$ cat src/design/qvr_pkg.sv
// ----------------------------------------------------------------------------
// Quaternion vector rotate package
// Shared widths and the queue item type for the rotation datapath.
// ----------------------------------------------------------------------------
`default_nettype none

package qvr_pkg;

    localparam int CW     = 16;            // width of every input component
    localparam int QQ_W   = 2 * CW;        // product of two components
    localparam int M_W    = QQ_W + 2;      // rotation matrix entry
    localparam int N_W    = QQ_W + 2;      // squared norm
    localparam int P_W    = M_W + CW;      // matrix entry times vector component
    localparam int ACC_W  = P_W + 2;       // sum of three such products
    localparam int OUT_W  = 17;            // rotated component width
    localparam int QB     = OUT_W + 1;     // quotient bits produced by the divider
    localparam int NUM_W  = ACC_W + 2;     // 2*|acc| + N
    localparam int D_W    = N_W + 1;       // 2*N
    localparam int HI_W   = NUM_W - QB;
    localparam int CMP_W  = (HI_W > D_W) ? HI_W : D_W;
    localparam int OUT_MAX_MAG = (1 << (OUT_W - 1)) - 1;
    localparam int OUT_MIN_MAG = 1 << (OUT_W - 1);
    localparam int FRONT_LAT = 4;
    localparam int BACK_LAT  = QB + 4;
    localparam int FIFO_DEPTH = 4;
    localparam int FIFO_AW    = $clog2(FIFO_DEPTH);
    localparam int IN_DATA_W  = 7 * CW;
    localparam int OUT_DATA_W = ((3 * OUT_W + 7) / 8) * 8;

    typedef struct packed {
        logic signed [ACC_W-1:0] acc_x;
        logic signed [ACC_W-1:0] acc_y;
        logic signed [ACC_W-1:0] acc_z;
        logic        [N_W-1:0]   norm;
        logic                    zero;
    } qvr_item_t;

endpackage

`default_nettype wire

$ cat src/design/qvr_fifo.sv
// ----------------------------------------------------------------------------
// Quaternion vector rotate queue
// Short queue that lets the front end and the divider back end stall apart.
// ----------------------------------------------------------------------------
`default_nettype none

module qvr_fifo
    import qvr_pkg::*;
(
    input  wire logic      clk,
    input  wire logic      rst_n,
    input  wire logic      push,
    input  wire qvr_item_t push_item,
    output logic           full,
    input  wire logic      pop,
    output logic           empty,
    output qvr_item_t      pop_item
);

    qvr_item_t            mem [FIFO_DEPTH];
    logic [FIFO_AW-1:0]   wr_ptr_reg, rd_ptr_reg;
    logic [FIFO_AW:0]     count_reg;

    assign full     = (count_reg == (FIFO_AW+1)'(FIFO_DEPTH));
    assign empty    = (count_reg == '0);
    assign pop_item = mem[rd_ptr_reg];

    always_ff @(posedge clk or negedge rst_n)
    begin
        if (!rst_n)
        begin
            wr_ptr_reg <= '0;
            rd_ptr_reg <= '0;
            count_reg  <= '0;
        end
        else
        begin
            if (push)
            begin
                wr_ptr_reg <= wr_ptr_reg + 1'b1;
            end
            if (pop)
            begin
                rd_ptr_reg <= rd_ptr_reg + 1'b1;
            end
            if (push && !pop)
            begin
                count_reg <= count_reg + 1'b1;
            end
            else if (pop && !push)
            begin
                count_reg <= count_reg - 1'b1;
            end
        end
    end

    always_ff @(posedge clk)
    begin
        if (push)
        begin
            mem[wr_ptr_reg] <= push_item;
        end
    end

endmodule

`default_nettype wire

$ cat config.mk
export PLATFORM = sky130hd
export DESIGN_NAME = qvr_fifo
export DESIGN_NICKNAME = d
export VERILOG_FILES = /design/src/design/qvr_pkg.sv /design/src/design/qvr_fifo.sv
export SDC_FILE = /design/constraint.sdc
export NUM_CORES = 1
export LEC_CHECK = 0
export ABC_AREA = 1
export ABC_CLOCK_PERIOD_IN_PS = 9300
export BUFFER_PORTS_ARGS = -buffer_cell sky130_fd_sc_hd__buf_2
export CORE_MARGIN = 2
export CORE_UTILIZATION = 50
export DETAILED_ROUTE_END_ITERATION = 10
export PLACE_DENSITY = 0.75
export SLEW_MARGIN = 20
export SYNTH_ARGS = -nofsm -noshare
export SYNTH_HDL_FRONTEND = slang
export SYNTH_SLANG_ARGS = --single-unit
$ cat constraint.sdc
create_clock -name clk -period 9.3 [get_ports clk]
set_input_delay 0.465 -clock clk [delete_from_list [all_inputs] [get_ports clk]]
set_output_delay 0.465 -clock clk [all_outputs]
set_load 0.05 [all_outputs]
======== Yosys cells after proc, flatten, opt, wreduce, memory -nomap -nowiden ========
Memory sizes are Yosys's and may differ from the RTL's.
Cells that the tools add are included.
storage, ports and cells
  register bits ........................... 7
  memory bits (writable) .................. 764
  word-level logic and storage cells ...... 19
  memories ................................ 1
memory list
  name  words  width  rd ports  clocked after memory_dff  write ports  RTL line        RTL
  mem   4      191    1         0                         1            qvr_fifo.sv:20  qvr_item_t mem [FIFO_DEPTH];
operators by class
  add/sub/neg operators ................... 4
  eq/ne operators ......................... 1
  mux-type cells .......................... 4
  reductions and logical operators ........ 6
operators by type and width
  kind                                                                number
  3-bit 2-to-1 mux                                                    2
  2-bit by 1-bit adder with 2-bit output, second input constant       2
  3-bit by 1-bit adder with 3-bit output, second input constant       1
  3-bit == test, second input constant                                1
  3-bit logical NOT                                                   1
  3-bit by 1-bit subtractor with 3-bit output, second input constant  1
  1-bit logical AND                                                   2
  1-bit logical NOT                                                   2
  1-bit 2-to-1 mux                                                    2
  2-bit nonzero test                                                  1

======== Depth between registers and ports, before layout ========
  word-level depth ........................ 4
  gate-level depth with buffers ........... 9

======== Worst setup path before layout ========
Ideal clock, no wire load.
  path type ............................... input to register
  from .................................... input push
  to ...................................... memory mem[0][0] (netlist bit), enable pin
  setup time .............................. 0.544 ns
  arrival time ............................ 4.454 ns
  required time ........................... 8.756 ns
  slack ................................... 4.302 ns
  stages .................................. 3
  path buffers ............................ 1
  cells stage by stage .................... clkbuf_1 nand2_1 inv_1
on the way
  cells in the longest elaborated chain, start to end .. 2
RTL lines
  what                                    RTL line        RTL
  from (decl)                             qvr_fifo.sv:12  input wire logic push,
  1-bit 2-to-1 mux                        qvr_fifo.sv:59  if (push)
  1-bit 2-to-1 mux (not written as such)  qvr_fifo.sv:61  mem[wr_ptr_reg] <= push_item;
  to (decl)                               qvr_fifo.sv:20
Every way passes these cells.

==> flow_summary.json <==
{
  "first_global_vias": 18100,
  "synthesis.area_per_instance_um2": 13.6,
  "synthTopCellsByCount": "764 x sky130_fd_sc_hd__edfxtp_1, 586 x sky130_fd_sc_hd__nand2_1, 394 x sky130_fd_sc_hd__inv_1, 382 x sky130_fd_sc_hd__o211ai_1, 69 x sky130_fd_sc_hd__buf_6",
  "clkLatencyLatePin_ns": 0.61,
  "global_route_wire_length_before_repair_um": 96700,
  "finalClockSkew_ns": 0.0198,
  "grt_max_degree": 261,
  "netlist_top_cells_area": "sky130_fd_sc_hd__edfxtp_1 74%, sky130_fd_sc_hd__o211ai_1 9.3%, sky130_fd_sc_hd__nand2_1 7.1%",
  "dieWidth_um": 253,
  "postRouteAntennaNets": 0,
  "total_routed_length_um": 63100,
  "tritoncts_num_sinks": 771,
  "dp_hpwl_um": 36300,
  "dieArea_um2": 63800,
  "setup_tns_ns": 0,
  "worst_slack_ns": 5.01,
  "outcome": "finished, final reports clean",
  "vias_per_cell": 5.16,
  "floorplan.initialDensity_pct": 50.3,
  "pre_cts_slack_ns": 5.77,
  "cts-buffers-inserted": 79,
  "htree_levels": 3,
  "max_cap_viol_count": 0,
  "synthesis.yosys.warnings": 0,
  "site_rows": 91,
  "fp.dieH_um": 253,
  "num-nets-final": 2833,
  "cts.repair.resized": 0,
  "synth_top_area_share_pct": 74.3,
  "grt_antenna_before_repair": 20,
  "category_of_the_worst_setup_path_capture_point": "primary output",
  "critical_path_peak_fanout": 224,
  "maxSlewViolCount": 0,
  "library_cell_with_the_largest_summed_area_after_synthesis": "sky130_fd_sc_hd__edfxtp_1",
  "timing.final.setup_violations": 0,
  "cts.path.max_buffers": 3,
  "synthesis.instances": 2276,
  "ys_types": 16,
  "drc": 0,
  "grt_usage_pct": 19.6,
  "cts.clk_slew.worst_paths_ns": 0.06,
  "area.sequential_um2": 23100,
  "synth_seq_area_share_pct": 74.9,
  "ios": 388,
  "drt_first_pass_iters": 5,
  "flow.area_growth_from_synthesis_pct": 14.9,
  "tritoncts": "yes",
  "timing.fmax_mhz": 233,
  "period_share_pct": 46.2,
  "wire_per_inst_um": 18.1,
  "drive_gt1_share_pct": 19.3,
  "cp.required_ns": 8.84,
  "port-buffer-count": 387,
  "nFillCells": 4670,
  "worst_slew_pin_slew_ns": 1.22,
  "clock-root-buffer": "sky130_fd_sc_hd__clkbuf_16",
  "flip_flop_count_of_the_largest_register_all_copies_and_words_added": 764,
  "synth.most_common_cell": "sky130_fd_sc_hd__edfxtp_1",
  "synth.net_count": 2477,
  "arrival_time_at_the_worst_endpoint_ns": 3.83,
  "final_cells": 3485,
  "timing.hold.ws_ns": 0.0635,
  "path_class": "reg -> out",
  "summed_instance_area_of_the_synthesized_netlist_um2": 30900,
  "startpoint_type": "register",
  "layout_min_cycle_time_ns": 4.29,
  "grt_remaining_overflow": 0,
  "synth_top_flop_cell": "sky130_fd_sc_hd__edfxtp_1",
  "placed_cells_incl_taps": 3340,
  "timing_hold_violations_final": 0,
  "rsz0062_at_grt": "no",
  "core_area_um2": 61400,
  "post_synth_edffs": 764,
  "dr_vias": 18000,
  "ys_seq_elements": 771,
  "hp-class": "in -> reg",
  "globalplace.congestion": 0.755,
  "timing.slew.headroom_pct": 18.8,
  "multi_input_comb_area_um2": 5210,
  "postSynth.asyncResetShare_pct": 0.908,
  "starting_drc_count_in_detailed_routing": 1126
}
## stage by stage
step / utilization (%) / area (um2)
2_1_floorplan: - / 30900
3_3_place_gp: 53.7 / 32900
3_5_place_dp: 53.7 / 32900
4_1_cts: 57.8 / 35500
5_1_grt: 57.8 / 35500
6_report: 57.8 / 35500
## timing repair
item                                    CTS  global route
hold endpoints to repair                  7             0
hold buffers                              1             0
setup buffers                             0             0
endpoints found under the setup margin    0             0
## cells by family after synthesis
group                    count (synthesis)  share of synthesized area, %
buffers and inverters                  522                          8.25
XOR/XNOR                                 4                         0.113
flip-flops                             771                          74.9
adder cells (fa/ha/maj)                  6                         0.267
AND/OR/NAND/NOR                        590                          7.19
AO/OA/AOI/OAI                          383                          9.30
## metal layers
layer,vias up,part of all wire [%],GRT usage (%)
met1,8666,38,22.6
li1,8665,-,-
met4,30,2.0,5.97
met2,504,51,34.3
met3,127,8.9,6.67
met5,-,0.28,0
## worst paths after layout
path | startpoint | to | slack [ns] | cells past startpoint
worst max-delay path | rd_ptr_reg[0] | pop_item[80] | 5.01 | 5
worst min-delay path | push_item[116] | mem[1][116] | 0.06 | 1
worst max register to register | wr_ptr_reg[0] | mem[2][97] | 5.86 | 6
worst min register to register | count_reg[2] | count_reg[2] | 0.53 | 2
max in group asynchronous | rst_n | rd_ptr_reg[0] | 8.87 | 2
min in group asynchronous | rst_n | wr_ptr_reg[0] | 0.24 | 2
## critical path, cell delays in order, from the launching register on
cell                       delay, ns
sky130_fd_sc_hd__dfrtp_4        0.90
sky130_fd_sc_hd__buf_12         0.59
sky130_fd_sc_hd__buf_12         0.62
sky130_fd_sc_hd__o211ai_1       0.19
sky130_fd_sc_hd__nand2_1        0.16
sky130_fd_sc_hd__buf_2          0.28
## placed cells by master, fill, tap and decap left out
cell                            count
sky130_fd_sc_hd__fa_1               1
sky130_fd_sc_hd__buf_4             12
sky130_fd_sc_hd__dfrtp_1            5
sky130_fd_sc_hd__inv_8              4
sky130_fd_sc_hd__ha_1               5
sky130_fd_sc_hd__o211ai_1         382
sky130_fd_sc_hd__dlygate4sd3_1      1
sky130_fd_sc_hd__xor2_1             3
sky130_fd_sc_hd__bufinv_16          7
sky130_fd_sc_hd__diode_2            6
sky130_fd_sc_hd__clkinv_2          10
sky130_fd_sc_hd__nand2_1          586
sky130_fd_sc_hd__clkinv_1          16
sky130_fd_sc_hd__xnor2_1            1
sky130_fd_sc_hd__inv_1            389
sky130_fd_sc_hd__nor3_1             2
sky130_fd_sc_hd__clkinv_4           2
sky130_fd_sc_hd__clkbuf_16         79
sky130_fd_sc_hd__o21ai_1            1
sky130_fd_sc_hd__buf_2            387
sky130_fd_sc_hd__edfxtp_1         764
sky130_fd_sc_hd__clkinvlp_4         2
sky130_fd_sc_hd__inv_6              4
sky130_fd_sc_hd__buf_12             3
sky130_fd_sc_hd__clkbuf_1          11
sky130_fd_sc_hd__dfrtp_4            2
sky130_fd_sc_hd__clkbuf_8           4
sky130_fd_sc_hd__inv_16             2
sky130_fd_sc_hd__clkinv_8           2
sky130_fd_sc_hd__nand3_1            1
sky130_fd_sc_hd__nand4_1            1
## final cells by class
cell class              count  share of cell area (%)
repair buffers            403                    5.91
inverters                 394                    4.27
clock buffers              94                    5.84
multi-input cells         983                    14.7
well taps                 790                    2.79
flip-flops and latches    771                    65.2
diodes                      6                  0.0423
clock inverters            44                    1.27
Power is not shown: default switching activity piles up to over one toggle a cycle in this logic, so the estimate is an artifact.
